## config.mk

```make
export PLATFORM = sky130hd
export DESIGN_NAME = ich_queue
export DESIGN_NICKNAME = d
export VERILOG_FILES = /design/src/hw/rtl/ich_pkg.sv /design/src/hw/rtl/ich_queue.sv
export SDC_FILE = /design/constraint.sdc
export NUM_CORES = 1
export LEC_CHECK = 0
export BUFFER_PORTS_ARGS = -buffer_cell sky130_fd_sc_hd__buf_4
export CAP_MARGIN = 20
export CORE_UTILIZATION = 50
export CTS_BUF_LIST = sky130_fd_sc_hd__clkbuf_4
export DETAILED_ROUTE_END_ITERATION = 7
export PLACE_DENSITY = 0.82
export SYNTH_ARGS = -nofsm -noshare
export SYNTH_HDL_FRONTEND = slang
export SYNTH_SLANG_ARGS = --single-unit
```

## constraint.sdc

```tcl
create_clock -name i_clk -period 2.9 [get_ports i_clk]
set_input_delay 0.145 -clock i_clk [delete_from_list [all_inputs] [get_ports i_clk]]
set_output_delay 0.145 -clock i_clk [all_outputs]
set_load 0.05 [all_outputs]
```

## src/hw/rtl/ich_pkg.sv

```systemverilog
// Shared types and constants for the image channel histogram.
`timescale 1ns / 1ps
`default_nettype none
package ich_pkg;
    localparam int MAX_BINS    = 256;
    localparam int BIN_BITS    = 8;
    localparam int SAMPLE_BITS = 16;
    localparam int COUNT_BITS  = 32;
    localparam int NCNT_BITS   = 9;
    localparam int QUO_BITS    = 8;
    localparam int NUM_BITS    = NCNT_BITS + SAMPLE_BITS;
    localparam int DSH_BITS    = SAMPLE_BITS + 1 + QUO_BITS - 1;

    localparam logic [1:0] OP_ADD   = 2'd0;
    localparam logic [1:0] OP_READ  = 2'd1;
    localparam logic [1:0] OP_CLEAR = 2'd2;

    localparam logic [1:0] CFG_CLIP_MODE  = 2'd0;
    localparam logic [1:0] CFG_BIN_COUNT  = 2'd1;
    localparam logic [1:0] CFG_MIN_VALUE  = 2'd2;
    localparam logic [1:0] CFG_VALUE_SPAN = 2'd3;

    typedef enum logic [1:0] {
        K_ADD,
        K_READ,
        K_CLEAR,
        K_FLAG
    } t_kind;

    typedef struct packed {
        t_kind               kind;
        logic [BIN_BITS-1:0] idx;
        logic                oor;
    } t_cmd;

    typedef struct packed {
        logic                   clip_mode;
        logic [NCNT_BITS-1:0]   bin_count;
        logic [SAMPLE_BITS-1:0] min_value;
        logic [SAMPLE_BITS-1:0] value_span;
    } t_cfg;
endpackage
`default_nettype wire

```

## src/hw/rtl/ich_queue.sv

```systemverilog
// Two-entry command queue between the front end and the back end.
`timescale 1ns / 1ps
`default_nettype none
module ich_queue (
    input  wire logic          i_clk,
    input  wire logic          i_rst_n,
    input  wire logic          i_push,
    input  wire ich_pkg::t_cmd i_cmd,
    output logic               o_ready,
    output logic               o_valid,
    output ich_pkg::t_cmd      o_cmd,
    input  wire logic          i_pop
);
    import ich_pkg::*;

    t_cmd       r_entry [2];
    logic       r_wp;
    logic       r_rp;
    logic [1:0] r_cnt;
    logic       do_push;
    logic       do_pop;

    assign o_ready = (r_cnt != 2'd2);
    assign o_valid = (r_cnt != 2'd0);
    assign o_cmd   = r_entry[r_rp];
    assign do_push = i_push && o_ready;
    assign do_pop  = i_pop && o_valid;

    always_ff @(posedge i_clk) begin
        if (do_push) begin
            r_entry[r_wp] <= i_cmd;
        end
    end

    always_ff @(posedge i_clk) begin
        if (!i_rst_n) begin
            r_wp  <= 1'b0;
            r_rp  <= 1'b0;
            r_cnt <= 2'd0;
        end else begin
            if (do_push) begin
                r_wp <= ~r_wp;
            end
            if (do_pop) begin
                r_rp <= ~r_rp;
            end
            r_cnt <= r_cnt + 2'(do_push) - 2'(do_pop);
        end
    end
endmodule
`default_nettype wire

```

==> results.sh <==
export IMPL_outcome="finished clean"
export IMPL_period_minus_slack_ns=1.71
export IMPL_ant_nets=0
export IMPL_drt_total_wl_um=1580
export IMPL_rsz0062_at_grt="false"
export IMPL_max_freq_ghz=0.586
export IMPL_power_internal_w=0.000753
export IMPL_synth_simple_gate_area_share_pct=5.97
export IMPL_netlist_instances=58
export IMPL_setup_worst_path_start="r_cnt[0]"
export IMPL_regArea_um2=761
export IMPL_slew_headroom_pct=39.4
export IMPL_clock_latency_ns=0.31
export IMPL_die_x_um=47.3
export IMPL_hold_class="in -> reg"
export IMPL_antenna_found_initial=0
export IMPL_switchingPower_w=0.000455
export IMPL_place_gp_congestion=0.640
export IMPL_antenna_cells=0
export IMPL_setup_viol=0
export IMPL_grt_max_degree=15
export IMPL_crit_required_ns=2.85
export IMPL_switching_share_pct=37.6
export IMPL_post_dp_cell_area_um2=1260
export IMPL_synth_fa_ha_area_share_pct=2.44
export IMPL_yosys_register_bits=27
export IMPL_endpoint="r_entry[0][1]"
export IMPL_start_util_pct=52.9
export IMPL_drc_errors=0
export IMPL_synth_compound_area_share_pct=0.853
export IMPL_combPwrFrac_pct=42.5
export IMPL_post_cts_resized=0
export IMPL_area_growth_pct=35.9
export IMPL_final_cell_area_um2=1400
export IMPL_p_leak_nw=0.548
export IMPL_drv_slew=0
export IMPL_r2r_setup_slack_ns=1.19
export IMPL_cap_violations=0
export IMPL_cp_start_kind="flop"
export IMPL_grt_pass1_wl_um=1970
export IMPL_fillCellCount=136
export IMPL_die_height_um=47.3
export IMPL_cts_tree="done"
export IMPL_critPathKind="reg -> reg"
export IMPL_crit_path_end_kind="flop"
export IMPL_syn_area_um2=1030
export IMPL_synth_area_leaders="edfxtp_1, mux2_2, dfxtp_1, xnor2_1, ha_1"
export IMPL_cts_root_buffer="clkbuf_4"
export IMPL_cp_arrival_ns=1.66
export IMPL_ys_warn_count=0
export IMPL_stdcell_count=126
export IMPL_numCtsBuffers=3
export IMPL_drt_pass1_iterations=4
export IMPL_drt_iter0_markers=5
export IMPL_route_vias_total=577
export IMPL_timing_setup_tns_ns=0
export IMPL_synth_cell_types=16
export IMPL_io_buffer_count=27
export IMPL_ff2ff_path_depth=3
export IMPL_synth_top_cell_by_area="edfxtp_1"
export IMPL_seq_power_share_pct=44.2
export IMPL_irDropWorstVdd_v=0.000662
export IMPL_synth_top_family_by_area="multiplexers"
export IMPL_avgSynthCellArea_um2=17.7
export IMPL_cts_buffer_depth=2
export IMPL_r2r_end="r_entry[0][1]"
export IMPL_r2r_start="r_cnt[0]"
export IMPL_grt_usage_pct=13.9
export IMPL_routedWlPerCell_um=12.5
export IMPL_rows=16
export IMPL_finClkSkew_ns=0.00467
export IMPL_grt_overflow=0
export IMPL_multiInputGateArea_um2=255
export IMPL_viasPerCell=4.58
export IMPL_dp_cells=111
export IMPL_grt_pass1_vias=488
export IMPL_core_area_um2=1940
export IMPL_finalCritPeriodShare_pct=58.8
export IMPL_cts_sinks=27
export IMPL_synth_area_mux_share_pct=13.0
export IMPL_power_density_nw_per_um2=865
export IMPL_min_from="i_rst_n"
export IMPL_drive_gt1_share_pct=44.4
export IMPL_tightest_slew_ns=0.905
export IMPL_cts_max_level=1
export IMPL_mostFrequentLayoutCells="buf_4, edfxtp_1, mux2_2, dlygate4sd3_1, dfxtp_1"
export IMPL_synth_top_area_share_pct=64.3
export IMPL_ys_seq_area_share_pct=74.1
export IMPL_final_util_pct=71.9
export IMPL_synth_xor_area_share_pct=2.56
export IMPL_die_area_um2=2240
export IMPL_path_max_fanout=11
export IMPL_final_common_cell="buf_4"
export IMPL_finalHoldViolCount=0
export IMPL_path_clk_slew_ns=0.13
export IMPL_layout_nets=117
export IMPL_power_share_clock_pct=13.4
export IMPL_dpl_hpwl_um=1000
export IMPL_synth_nets=75
export IMPL_io_pins=28
## power groups by stage
| stage | combinational, W | clock [W] | sequential, W |
|---|---|---|---|
| floorplan | 0.000396 | 0 | 0.000519 |
| global placement | 0.000497 | 0 | 0.000540 |
| detailed placement | 0.000505 | 0 | 0.000542 |
| CTS | 0.000506 | 0.000165 | 0.000534 |
| global route | 0.000547 | 0.000181 | 0.000542 |
| finish | 0.000513 | 0.000162 | 0.000534 |
## metal layers
| layer | share of wire (%) | global-route usage [%] | vias to the layer above |
|---|---|---|---|
| met4 | 1.2 | 8.57 | 0 |
| met1 | 41 | 15.1 | 266 |
| met3 | 3.4 | 4.62 | 2 |
| met2 | 54 | 23.3 | 15 |
| li1 | - | - | 294 |
| met5 | 0 | 0 | - |
## through the flow
stage                     hold slack (ns)  power, W  setup WS (ns)
final                              0.0698   0.00121           1.19
after global routing               0.0570   0.00127           1.06
after CTS                        0.000796   0.00121           1.15
after detailed placement            0.333   0.00105           1.17
after global placement              0.331   0.00104           1.26
after floorplan                     0.244  0.000916          0.914
## state kept, by name (all words and copies together) (netlist names), named ones only
name     flops
r_entry     22
r_cnt        2
r_rp         1
r_wp         1
## synth_stat cells, drive strengths merged
master and instances:
nand2b 2, ha 2, or2 1, nor2 1, xnor2 3, buf 1, mux2 11, inv 1
nand2 2, mux2i 1, and2 2, nor2b 2, and3 1, edfxtp 22, o21a 1, dfxtp 5
## worst min path at each step
stage | end | cells after the start
2_1_floorplan | r_entry[0][0] | 0
3_3_place_gp | r_entry[1][0] | 1
3_5_place_dp | r_entry[1][2] | 1
4_1_cts | r_entry[0][2] | 1
5_1_grt | r_cnt[0] | 2
6_report | r_cnt[1] | 2
## cell type report
class / count / area share, %
flip-flops and latches: 27 / 54.5
repair buffers: 38 / 22.4
multi-input cells: 29 / 18.3
well taps: 27 / 2.42
clock buffers: 4 / 2.15
inverters: 1 / 0.269
## repair_timing
action | in CTS | in global routing
hold endpoints to repair | 0 | 22
hold buffers | 0 | 11
buffers inserted | 0 | 0
setup endpoints to repair | 0 | 0
## worst max-delay path, stage by stage, from the launching register on
cell	delay, ns
dfxtp_1	0.38
nand2b_1	0.16
nand2_1	0.11
nor2_1	0.70
## logic make-up after synthesis
logic type	after synthesis
adders and majority gates	2
buffers and inverters	2
and+or+nand+nor	11
xor gates and xnor gates	3
AOI/OAI and AO/OA	1
muxes	12
DFF	27
(Power assumes the default switching activity.)
