## src/hw/rtl/ich_pkg.sv

```systemverilog
// Shared types and constants for the image channel histogram.
`timescale 1ns / 1ps
`default_nettype none
package ich_pkg;
    localparam int MAX_BINS    = 256;
    localparam int BIN_BITS    = 8;
    localparam int SAMPLE_BITS = 16;
    localparam int COUNT_BITS  = 32;
    localparam int NCNT_BITS   = 9;
    localparam int QUO_BITS    = 8;
    localparam int NUM_BITS    = NCNT_BITS + SAMPLE_BITS;
    localparam int DSH_BITS    = SAMPLE_BITS + 1 + QUO_BITS - 1;

    localparam logic [1:0] OP_ADD   = 2'd0;
    localparam logic [1:0] OP_READ  = 2'd1;
    localparam logic [1:0] OP_CLEAR = 2'd2;

    localparam logic [1:0] CFG_CLIP_MODE  = 2'd0;
    localparam logic [1:0] CFG_BIN_COUNT  = 2'd1;
    localparam logic [1:0] CFG_MIN_VALUE  = 2'd2;
    localparam logic [1:0] CFG_VALUE_SPAN = 2'd3;

    typedef enum logic [1:0] {
        K_ADD,
        K_READ,
        K_CLEAR,
        K_FLAG
    } t_kind;

    typedef struct packed {
        t_kind               kind;
        logic [BIN_BITS-1:0] idx;
        logic                oor;
    } t_cmd;

    typedef struct packed {
        logic                   clip_mode;
        logic [NCNT_BITS-1:0]   bin_count;
        logic [SAMPLE_BITS-1:0] min_value;
        logic [SAMPLE_BITS-1:0] value_span;
    } t_cfg;
endpackage
`default_nettype wire

```

## src/hw/rtl/ich_front.sv

```systemverilog
// Front end: accepts transactions, classifies them and computes the bin index.
`timescale 1ns / 1ps
`default_nettype none
module ich_front (
    input  wire logic                            i_clk,
    input  wire logic                            i_rst_n,
    input  wire ich_pkg::t_cfg                   i_cfg,
    input  wire logic                            i_valid,
    output logic                                 o_stall,
    input  wire logic [1:0]                      i_opcode,
    input  wire logic [ich_pkg::SAMPLE_BITS-1:0] i_sample,
    input  wire logic [ich_pkg::BIN_BITS-1:0]    i_bin_select,
    output logic                                 o_push,
    output ich_pkg::t_cmd                        o_cmd,
    input  wire logic                            i_push_ready
);
    import ich_pkg::*;

    typedef enum logic [1:0] {
        F_IDLE,
        F_MUL,
        F_DIV,
        F_PUSH
    } t_fstate;

    t_fstate                r_state;
    t_cmd                   r_cmd;
    logic [SAMPLE_BITS-1:0] r_d;
    logic [NUM_BITS-1:0]    r_num;
    logic [DSH_BITS-1:0]    r_dsh;
    logic [QUO_BITS-1:0]    r_quo;
    logic [2:0]             r_step;

    logic [NCNT_BITS-1:0]   n_bins;
    logic                   direct;
    logic signed [SAMPLE_BITS:0] diff;
    logic                   ge;
    logic [QUO_BITS-1:0]    n_quo;
    logic [SAMPLE_BITS:0]   divisor;

    always_comb begin
        if (i_cfg.bin_count < NCNT_BITS'(2)) begin
            n_bins = NCNT_BITS'(2);
        end else if (i_cfg.bin_count > NCNT_BITS'(MAX_BINS)) begin
            n_bins = NCNT_BITS'(MAX_BINS);
        end else begin
            n_bins = i_cfg.bin_count;
        end
        direct  = i_cfg.clip_mode && (n_bins == NCNT_BITS'(MAX_BINS));
        diff    = $signed({i_sample[SAMPLE_BITS-1], i_sample})
                - $signed({i_cfg.min_value[SAMPLE_BITS-1], i_cfg.min_value});
        divisor = {1'b0, i_cfg.value_span} + (SAMPLE_BITS+1)'(1);
        ge      = r_num >= {1'b0, r_dsh};
        n_quo   = {r_quo[QUO_BITS-2:0], ge};
    end

    assign o_stall = (r_state != F_IDLE);
    assign o_push  = (r_state == F_PUSH);
    assign o_cmd   = r_cmd;

    always_ff @(posedge i_clk) begin
        if (!i_rst_n) begin
            r_state <= F_IDLE;
        end else begin
            case (r_state)
                F_IDLE: begin
                    if (i_valid) begin
                        r_state <= F_PUSH;
                        case (i_opcode)
                            OP_ADD: begin
                                if (direct) begin
                                    r_cmd.kind <= K_ADD;
                                    r_cmd.oor  <= 1'b0;
                                    if (i_sample[SAMPLE_BITS-1]) begin
                                        r_cmd.idx <= '0;
                                    end else if (i_sample > SAMPLE_BITS'(MAX_BINS - 1)) begin
                                        r_cmd.idx <= BIN_BITS'(MAX_BINS - 1);
                                    end else begin
                                        r_cmd.idx <= i_sample[BIN_BITS-1:0];
                                    end
                                end else if (diff[SAMPLE_BITS] ||
                                             diff[SAMPLE_BITS-1:0] > i_cfg.value_span) begin
                                    r_cmd.kind <= K_FLAG;
                                    r_cmd.idx  <= '0;
                                    r_cmd.oor  <= 1'b1;
                                end else begin
                                    r_d     <= diff[SAMPLE_BITS-1:0];
                                    r_state <= F_MUL;
                                end
                            end
                            OP_READ: begin
                                r_cmd.kind <= K_READ;
                                r_cmd.idx  <= i_bin_select;
                                r_cmd.oor  <= 1'b0;
                            end
                            OP_CLEAR: begin
                                r_cmd.kind <= K_CLEAR;
                                r_cmd.idx  <= i_bin_select;
                                r_cmd.oor  <= 1'b0;
                            end
                            default: begin
                                r_cmd.kind <= K_FLAG;
                                r_cmd.idx  <= i_bin_select;
                                r_cmd.oor  <= 1'b0;
                            end
                        endcase
                    end
                end
                F_MUL: begin
                    r_num   <= NUM_BITS'(n_bins) * NUM_BITS'(r_d);
                    r_dsh   <= {divisor, (QUO_BITS-1)'(0)};
                    r_quo   <= '0;
                    r_step  <= 3'(QUO_BITS - 1);
                    r_state <= F_DIV;
                end
                F_DIV: begin
                    if (ge) begin
                        r_num <= r_num - NUM_BITS'(r_dsh);
                    end
                    r_dsh <= r_dsh >> 1;
                    r_quo <= n_quo;
                    r_step <= r_step - 3'd1;
                    if (r_step == 3'd0) begin
                        r_cmd.kind <= K_ADD;
                        r_cmd.idx  <= n_quo;
                        r_cmd.oor  <= 1'b0;
                        r_state    <= F_PUSH;
                    end
                end
                F_PUSH: begin
                    if (i_push_ready) begin
                        r_state <= F_IDLE;
                    end
                end
                default: begin
                    r_state <= F_IDLE;
                end
            endcase
        end
    end
endmodule
`default_nettype wire

```

## config.mk

```make
export PLATFORM = sky130hd
export DESIGN_NAME = ich_front
export DESIGN_NICKNAME = d
export VERILOG_FILES = /design/src/hw/rtl/ich_pkg.sv /design/src/hw/rtl/ich_front.sv
export SDC_FILE = /design/constraint.sdc
export NUM_CORES = 1
export LEC_CHECK = 0
export ABC_CLOCK_PERIOD_IN_PS = 6560
export BUFFER_PORTS_ARGS = -buffer_cell sky130_fd_sc_hd__buf_2
export CAP_MARGIN = 20
export CORE_MARGIN = 10
export CORE_UTILIZATION = 63
export CTS_CLUSTER_SIZE = 30
export DETAILED_ROUTE_END_ITERATION = 8
export GPL_TIMING_DRIVEN = 0
export HOLD_SLACK_MARGIN = 0.06
export PLACE_DENSITY = 0.94
export SLEW_MARGIN = 15
export SYNTH_ARGS = -nofsm -noshare
export SYNTH_HDL_FRONTEND = slang
export SYNTH_SLANG_ARGS = --single-unit
```

## constraint.sdc

```tcl
create_clock -name i_clk -period 6.56 [get_ports i_clk]
set_clock_uncertainty 0.05 [all_clocks]
set_input_delay 0.328 -clock i_clk [delete_from_list [all_inputs] [get_ports i_clk]]
set_output_delay 0.328 -clock i_clk [all_outputs]
set_load 0.01 [all_outputs]
```

==> results of run 1 <==
[worst paths after layout]
| kind | startpoint | to | slack, ns |
|---|---|---|---|
| worst max-delay path | i_cfg[40] | r_num[23] | 0.35 |
| worst min-delay path | i_rst_n | r_state[0] | 0.21 |
| worst max register to register | r_d[2] | r_num[17] | 0.91 |
| worst min register to register | r_quo[6] | o_cmd[8] | 0.49 |
[cells by family (layout without fill, tap and decap cells)]
family | count (synthesis) | count (layout) | synth area share
AOI/OAI and AO/OA | 197 | 197 | 0.115
DFF | 88 | 88 | 0.243
and+or+nand+nor | 413 | 413 | 0.192
adders and majority gates | 210 | 210 | 0.314
buffers and inverters | 236 | 336 | 0.0820
xor gates and xnor gates | 59 | 59 | 0.0479
muxes | 6 | 6 | 0.00591
[power by group]
part           switching [µW]  internal (µW)
Sequential               71.8            876
Clock                     262            273
Combinational            1320            804
Total                    1650           1950
[synthesized netlist by cell type (6+ instances only)]
master      n  area share
ha_1      109        0.13
nand3_1    31       0.014
xor2_1     19       0.015
nor4_1     10      0.0058
nor2_1     61       0.021
a21o_1     20       0.014
fa_1      101        0.19
a31oi_1     6      0.0035
inv_1     204       0.071
a21oi_1    59       0.027
nand2_1   135       0.047
nand2b_1   11      0.0064
o21a_1     15       0.010
nor3_1     15      0.0070
nor2b_1    19       0.011
edfxtp_1   86        0.24
and2_1     92       0.053
clkbuf_1   25      0.0087
xnor2_1    40       0.032
nand4_1     8      0.0046
buf_1       7      0.0024
and3_1      9      0.0052
o21ai_0    51       0.024
[cells in the final DEF, fill, tap and decap left out, types with 8 or more instances in the layout]
cell         n
a21o_1      20
o21ai_0     51
fa_1       101
nand4_1      8
clkbuf_1    24
nor3_1      15
inv_1      204
xor2_1      19
buf_2       83
nor4_1      10
ha_1       109
clkbuf_16    9
and2_1      91
nor2_1      60
nor2b_1     19
a21oi_1     59
o21a_1      15
edfxtp_1    86
nand2b_1    11
and3_1       9
xnor2_1     40
nand2_1    135
nand3_1     31
[metal layers]
metal / vias up / track usage
met5: - / 0
met4: 2 / 0.128
met3: 111 / 0.0722
met2: 458 / 0.437
met1: 4317 / 0.307
li1: 4187 / -
[per-stage QoR]
stage                     setup TNS [ns]  total power [µW]  worst slack [ns]   util  cells
after floorplan                        0              2430             0.795      -   1209
after global placement            -0.101              2890           -0.0536  0.688   1512
after detailed placement          -0.337              2990            -0.147  0.689   1513
after CTS                              0              3550             0.178  0.707   1529
after global routing                   0              3840            0.0142  0.708   1529
final                                  0              3610             0.347  0.708   1529
[flip-flops by register name, summed over array words and instances (netlist names)]
name	cells
r_step	3
r_dsh	24
r_num	25
o_cmd	11
r_d	16
r_state	2
r_quo	7
[worst reg2reg max path, delay by kind of cell, from the launching register on]
family	cells	cell delay [ns]
flip-flops	1	0.56
AO/OA/AOI/OAI	6	1.41
buffers and inverters	2	0.10
XOR/XNOR	1	0.37
AND/OR/NAND/NOR	2	0.37
adder cells (fa/ha/maj)	5	2.51
[area by class of cell]
type | instances | area share
multi-input combinational | 885 | 0.617
sequential | 88 | 0.222
inverter | 204 | 0.0648
timing repair buffer | 84 | 0.0368
tap | 220 | 0.0233
clock buffer | 9 | 0.0191
buffer | 32 | 0.0103
clock inverter | 7 | 0.00688
[timing repair]
item	in CTS	in global routing
setup endpoints to repair	0	5
hold endpoints to repair	0	0
resized for setup	0	3
==> results.json, run 1 <==
{
  "path_cells": "buf_2, clkbuf_1, clkbuf_1, nand2_1, fa_1, fa_1, inv_1, fa_1, inv_1, fa_1, inv_1, ha_1, o21ai_4, a2111oi_2, nor3_1, o21ai_0, a21oi_1, or3b_2, a31oi_1",
  "worstPathMaxFanout": 10,
  "synth_flop_cell": "edfxtp_1",
  "vias": 9075,
  "cp_num_buf_inv": 6,
  "viasPerCell": 5.94,
  "ys_seq_elements": 88,
  "cts_tree": "yes",
  "worstSetupStartpointType": "input port",
  "initial_core_util": 0.646,
  "cpPeakStageDelay_ns": 0.58,
  "io_pins": 85,
  "cts_root_buf": "clkbuf_16",
  "grt_pass1_wl_um": 47200,
  "drt-pass1-iter-count": 6,
  "fp.dieW_um": 151,
  "hold_violations": 0,
  "min_path_type": "in2reg",
  "final-seq-area_um2": 2620,
  "wl_met2_um": 13800,
  "area_delta_synth_final_pct": 9.47,
  "clock_latency_ns": 0.37,
  "port-buffer-count": 83,
  "hold-worst-slack_ns": 0.209,
  "fillers": 1205,
  "crit_type": "in2reg",
  "rsz0062_at_grt": "false",
  "grt_usage": 0.262,
  "final_layout_size_suffix_gt1_frac": 0.0879,
  "synth.distinct_cells": 60,
  "numCtsBuffers": 9,
  "finalCriticalPeriod_ns": 6.21,
  "maxCapViolations": 0,
  "maxSlewViolCount": 0,
  "die-height_um": 151,
  "antennaDiodeCount": 0,
  "reg2regPathDepth": 16,
  "rows": 47,
  "cp.depth": 19,
  "overflow": 0,
  "drtIter0Drc": 750,
  "fmax_mhz": 161,
  "crit_family": "adder cells",
  "dp_hpwl_um": 22800,
  "avgRoutedWirePerCell_um": 18.8,
  "synth_fp_nets": 1491,
  "crit_arrival_ns": 6.37,
  "worst_pin_slew_ns": 1.10,
  "antenna_left": 0,
  "grt_pass1_vias": 9655,
  "cts_setup_buffers": 0,
  "leakage_uw": 0.00564,
  "stdcell_area_um2": 11800,
  "post_dp_cell_area_um2": 11500,
  "ctsLongestPathBuffers": 2,
  "grt_max_degree": 26,
  "wl_met3_um": 2710,
  "setup_viol": 0,
  "nets": 1586,
  "multiInputGateArea_um2": 7290,
  "drc": 0,
  "slowest_stage": "clkbuf_1",
  "dieArea_um2": 22800,
  "yosysWarnings": 0,
  "core-area_um2": 16700,
  "globalplace.congestion": 0.979,
  "endpoint_kind": "flop",
  "path_clk_slew_ns": 0.08,
  "antenna_found_initial": 1,
  "yosysSeqAreaShare": 0.243,
  "max-vdd-ir-drop_mv": 0.244,
  "synthArstFlopShare": 0,
  "status": "finished, final reports clean",
  "clock-sinks": 88,
  "max-slew-margin-rel": 0.267,
  "cts_max_level": 3,
  "syn_avg_cell_area_um2": 8.93,
  "synth-edff-count": 86,
  "synth_cells": 1209,
  "wl_met1_um": 10900,
  "power_density_nw_per_um2": 305,
  "synth_area_um2": 10800,
  "crit_path_frequent_cell": "fa_1",
  "top_layer_used": "met5",
  "ctsHoldBuffers": 0,
  "critPathRequiredTime_ns": 6.72,
  "hold-path-cell-count": 2,
  "wl_um": 28800,
  "final.period_utilization": 0.947
}
Power figures use the tool's default switching activity.
==> inputs of run 2 (changes only) <==
- RECOVER_POWER: unset -> 50
==> results.json, run 2 (same netlist as run 1, synthesis figures left out) <==
{
  "violations": "capacitance limit, slew limit",
  "final.period_utilization": 0.950,
  "regMostFlops": "r_num",
  "vias": 9095,
  "crit_arrival_ns": 6.39,
  "p_sw_frac": 0.460,
  "core-area_um2": 16700,
  "numCtsBuffers": 9,
  "dieArea_um2": 22800,
  "maxSlewViolCount": 26,
  "rsz0062_at_grt": "false",
  "p_switching_uw": 1650,
  "port-buffer-count": 83,
  "rows": 47,
  "max-slew-margin-rel": -0.0236,
  "leakage_uw": 0.00559,
  "die-height_um": 151,
  "p_total_uw": 3590,
  "setup_viol": 0,
  "grt_max_degree": 26,
  "clock_power_share": 0.149,
  "path_clk_slew_ns": 0.08,
  "grt_pass1_wl_um": 47200,
  "clock_latency_ns": 0.36,
  "wl_um": 28700,
  "fmax_mhz": 160,
  "cts_tree": "yes",
  "worstPathMaxFanout": 10,
  "area_delta_synth_final_pct": 9.14,
  "overflow": 0,
  "final_layout_size_suffix_gt1_frac": 0.0756,
  "ctsLongestPathBuffers": 2,
  "combPwrFrac": 0.586,
  "clock-sinks": 88,
  "power_density_nw_per_um2": 304,
  "drtIter0Drc": 672,
  "antenna_found_initial": 1,
  "grt_usage": 0.262,
  "cts_setup_buffers": 0,
  "viasPerCell": 5.95,
  "slowest_stage": "clkbuf_1",
  "crit_type": "in2reg",
  "top_regs": "r_num (25), r_dsh (24), r_d (16)",
  "min_path_type": "in2reg",
  "endpoint_kind": "flop",
  "maxCapViolations": 1,
  "path_cells": "buf_2, clkbuf_1, clkbuf_1, nand2_1, fa_1, fa_1, inv_1, fa_1, inv_1, fa_1, inv_1, ha_1, o21ai_4, a2111oi_2, nor3_1, o21ai_0, a21oi_1, or3b_2, a31oi_1",
  "avgRoutedWirePerCell_um": 18.8,
  "ctsHoldBuffers": 0,
  "cellInternalPower_uw": 1940,
  "worst_pin_slew_ns": 1.54,
  "final_common_cell": "inv_1",
  "critPathRequiredTime_ns": 6.72,
  "status": "finished, violations left",
  "crit_path_frequent_cell": "fa_1",
  "antenna_left": 0,
  "fp.dieW_um": 151,
  "cts_root_buf": "clkbuf_16",
  "fin_util": 0.706,
  "io_pins": 85,
  "nets": 1586,
  "drt-pass1-iter-count": 7,
  "cts_resized": 0,
  "globalplace.congestion": 0.979,
  "post_dp_cell_area_um2": 11500,
  "seq_power_share": 0.265,
  "initial_core_util": 0.646,
  "hold_violations": 0,
  "final_cells": 1529,
  "layout_common_cells": "204 x inv_1, 135 x nand2_1, 109 x ha_1",
  "stdcell_area_um2": 11800,
  "dp_hpwl_um": 22800,
  "finalCriticalPeriod_ns": 6.23,
  "max-vdd-ir-drop_mv": 0.237,
  "worstSetupStartpointType": "input port",
  "drc": 0,
  "grt_pass1_vias": 9655,
  "cts_max_level": 3,
  "largest_reg_flops": 25,
  "antennaDiodeCount": 0,
  "reg2reg_slack_ns": 0.93,
  "fillers": 1216,
  "cpPeakStageDelay_ns": 0.60,
  "placed_cells": 1513
}
-- run 2: changes by cell type in the layout (fill, tap and decap cells not counted) --
cell	delta
buf_12	-1
and2_1	-4
and2_0	+5
buf_1	-3
buf_2	-14
and2_2	-1
clkbuf_1	+18
-- run 2: final timing paths --
kind	start	to	cells past startpoint
worst max-delay path	i_cfg[40]	r_num[23]	19
worst min-delay path	i_rst_n	r_state[0]	2
worst max register to register	r_d[3]	r_num[23]	15
worst min register to register	r_quo[6]	o_cmd[8]	1
-- run 2: metrics by stage --
stage               worst slack (ns)  hold slack (ns)  TNS (ns)
CTS                            0.178            0.195         0
floorplan                      0.795            0.409         0
detailed placement            -0.147            0.480    -0.337
global route                  0.0143            0.217         0
global placement             -0.0536            0.465    -0.101
finish                         0.329            0.210         0
-- run 2: cell type report --
cell class,instances,area (µm²),area share
Clock inverter,7,81.3,0.00690
Timing Repair Buffer,84,402,0.0341
Clock buffer,9,225,0.0191
Inverter,204,766,0.0650
Sequential cell,88,2620,0.223
Buffer,32,121,0.0103
Multi-Input combinational cell,885,7290,0.619
Tap cell,220,275,0.0234
-- run 2: power groups by stage --
stage	combinational (µW)	clock (µW)	sequential (µW)
global route	2310	554	963
finish	2100	533	952
detailed placement	2040	0	953
CTS	2070	531	945
global placement	1940	0	950
floorplan	1490	0	940
-- run 2: layer usage --
layer | vias up | wire [µm] | global-route usage
li1 | 4195 | - | -
met1 | 4331 | 10800 | 0.307
met2 | 462 | 13800 | 0.437
met3 | 105 | 2760 | 0.0722
met4 | 2 | 1330 | 0.128
met5 | - | 8 | 0
-- run 2: worst max-delay path, delay by kind of cell --
family                     cells  cell delay (ns)
and+or+nand+nor                3             0.79
buffers and inverters          6             1.46
AOI/OAI and AO/OA              5             1.31
adders and majority gates      5             2.48
==> inputs of run 3 (changes only) <==
- GPL_TIMING_DRIVEN: 0 -> unset
- RECOVER_POWER: 50 -> 25
==> results.json, run 3 (same netlist as run 1, synthesis figures left out) <==
{
  "layout_common_cells": "204 x inv_1, 135 x nand2_1, 109 x ha_1",
  "dp_hpwl_um": 21300,
  "drc": 0,
  "fillers": 1203,
  "regMostFlops": "r_num",
  "path_clk_slew_ns": 0.07,
  "dieArea_um2": 22800,
  "hold-path-cell-count": 2,
  "grt_pass1_wl_um": 44900,
  "viasPerCell": 5.90,
  "fin_tns_setup_ns": 0,
  "clock_latency_ns": 0.36,
  "final_common_cell": "inv_1",
  "worstPathMaxFanout": 9,
  "area_delta_synth_final_pct": 8.94,
  "nets": 1567,
  "grt_usage": 0.246,
  "worstHoldStart": "i_rst_n",
  "setup_viol": 0,
  "initial_core_util": 0.646,
  "power_density_nw_per_um2": 297,
  "fmax_mhz": 170,
  "leakage_uw": 0.00562,
  "fp.dieW_um": 151,
  "crit_arrival_ns": 6.05,
  "io_pins": 85,
  "clock-sinks": 88,
  "cts_root_buf": "clkbuf_16",
  "grt_max_degree": 46,
  "core-area_um2": 16700,
  "worstSetupStartpointType": "input port",
  "largest_reg_flops": 25,
  "drtIter0Drc": 803,
  "wl_um": 26700,
  "avgRoutedWirePerCell_um": 17.7,
  "ctsHoldBuffers": 0,
  "cpPeakStageDelay_ns": 0.56,
  "max-slew-margin-rel": 0.0707,
  "grt_pass1_vias": 9585,
  "globalplace.congestion": 0.931,
  "vias": 8915,
  "crit_type": "in2reg",
  "finalCriticalPeriod_ns": 5.90,
  "reg2regPathDepth": 15,
  "rsz0062_at_grt": "false",
  "die-height_um": 151,
  "drt-pass1-iter-count": 5,
  "status": "finished, final reports clean",
  "critPathRequiredTime_ns": 6.72,
  "cts_resized": 0,
  "setup.worst_path.start": "i_cfg[36]",
  "cts_tree": "yes",
  "worst_pin_slew_ns": 1.39,
  "overflow": 0,
  "p_total_uw": 3490,
  "maxCapViolations": 0,
  "port-buffer-count": 84,
  "cts_setup_buffers": 0,
  "numCtsBuffers": 9,
  "final_layout_size_suffix_gt1_frac": 0.0860,
  "antenna_found_initial": 2,
  "path_cells": "buf_2, nor4_1, a21oi_1, nor2_1, buf_4, nand2_1, fa_1, inv_1, fa_1, fa_1, inv_1, fa_1, inv_1, ha_1, o21ai_4, a2111oi_2, nor3_1, o21ai_0, a21oi_1, or3b_2, a31oi_1",
  "endpoint_kind": "flop",
  "rows": 47,
  "ctsLongestPathBuffers": 2,
  "final.period_utilization": 0.899,
  "min_path_type": "in2reg",
  "cts_max_level": 3,
  "antenna_left": 0,
  "hold_violations": 0,
  "max-vdd-ir-drop_mv": 0.179,
  "top_regs": "r_num (25), r_dsh (24), r_d (16)",
  "slowest_stage": "fa_1",
  "maxSlewViolCount": 0,
  "crit_path_frequent_cell": "fa_1",
  "r2r-start": "r_d[2]"
}
-- run 3: final timing paths --
path | endpoint | slack [ns]
max | r_num[23] | 0.66
min | r_state[0] | 0.22
max reg2reg | r_num[23] | 1.04
min reg2reg | o_cmd[8] | 0.50
-- run 3: routing by layer --
metal / track usage / vias up / wire (µm)
met5: 0 / - / 7
li1: - / 4158 / -
met4: 0.114 / 2 / 1200
met2: 0.419 / 430 / 12900
met3: 0.0689 / 88 / 2380
met1: 0.281 / 4237 / 10300
-- run 3: cell type report --
class / instances / area [µm²] / area share
diodes: 1 / 2.50 / 0.000213
well taps: 220 / 275 / 0.0234
clock buffers: 9 / 225 / 0.0191
flip-flops and latches: 88 / 2620 / 0.223
repair buffers: 97 / 500 / 0.0426
inverters: 204 / 766 / 0.0651
clock inverters: 7 / 81.3 / 0.00691
multi-input cells: 885 / 7290 / 0.620
-- run 3: worst max-delay path: cells and delay by family --
| family | cells | cell delay [ns] |
|---|---|---|
| buf+inv | 5 | 0.54 |
| compound gates | 6 | 1.35 |
| simple gates | 5 | 1.44 |
| fa+ha+maj | 5 | 2.39 |
-- run 3: power breakdown --
part	leakage, µW	total (µW)	switching (µW)	internal, µW
Clock	0.000150	526	253	273
Combinational	0.00466	2020	1230	790
Sequential	0.000810	948	71.4	877
Total	0.00562	3490	1550	1940
-- run 3: through the flow --
step / setup WS (ns) / instances / hold slack [ns] / cell area (µm²) / utilization
final: 0.662 / 1511 / 0.218 / 11800 / 0.704
after floorplan: 0.795 / 1209 / 0.409 / 10800 / -
after global placement: 0.632 / 1493 / 0.471 / 11500 / 0.686
after global routing: 0.275 / 1510 / 0.220 / 11800 / 0.704
after CTS: 0.714 / 1509 / 0.200 / 11800 / 0.705
after detailed placement: 0.348 / 1493 / 0.487 / 11500 / 0.686
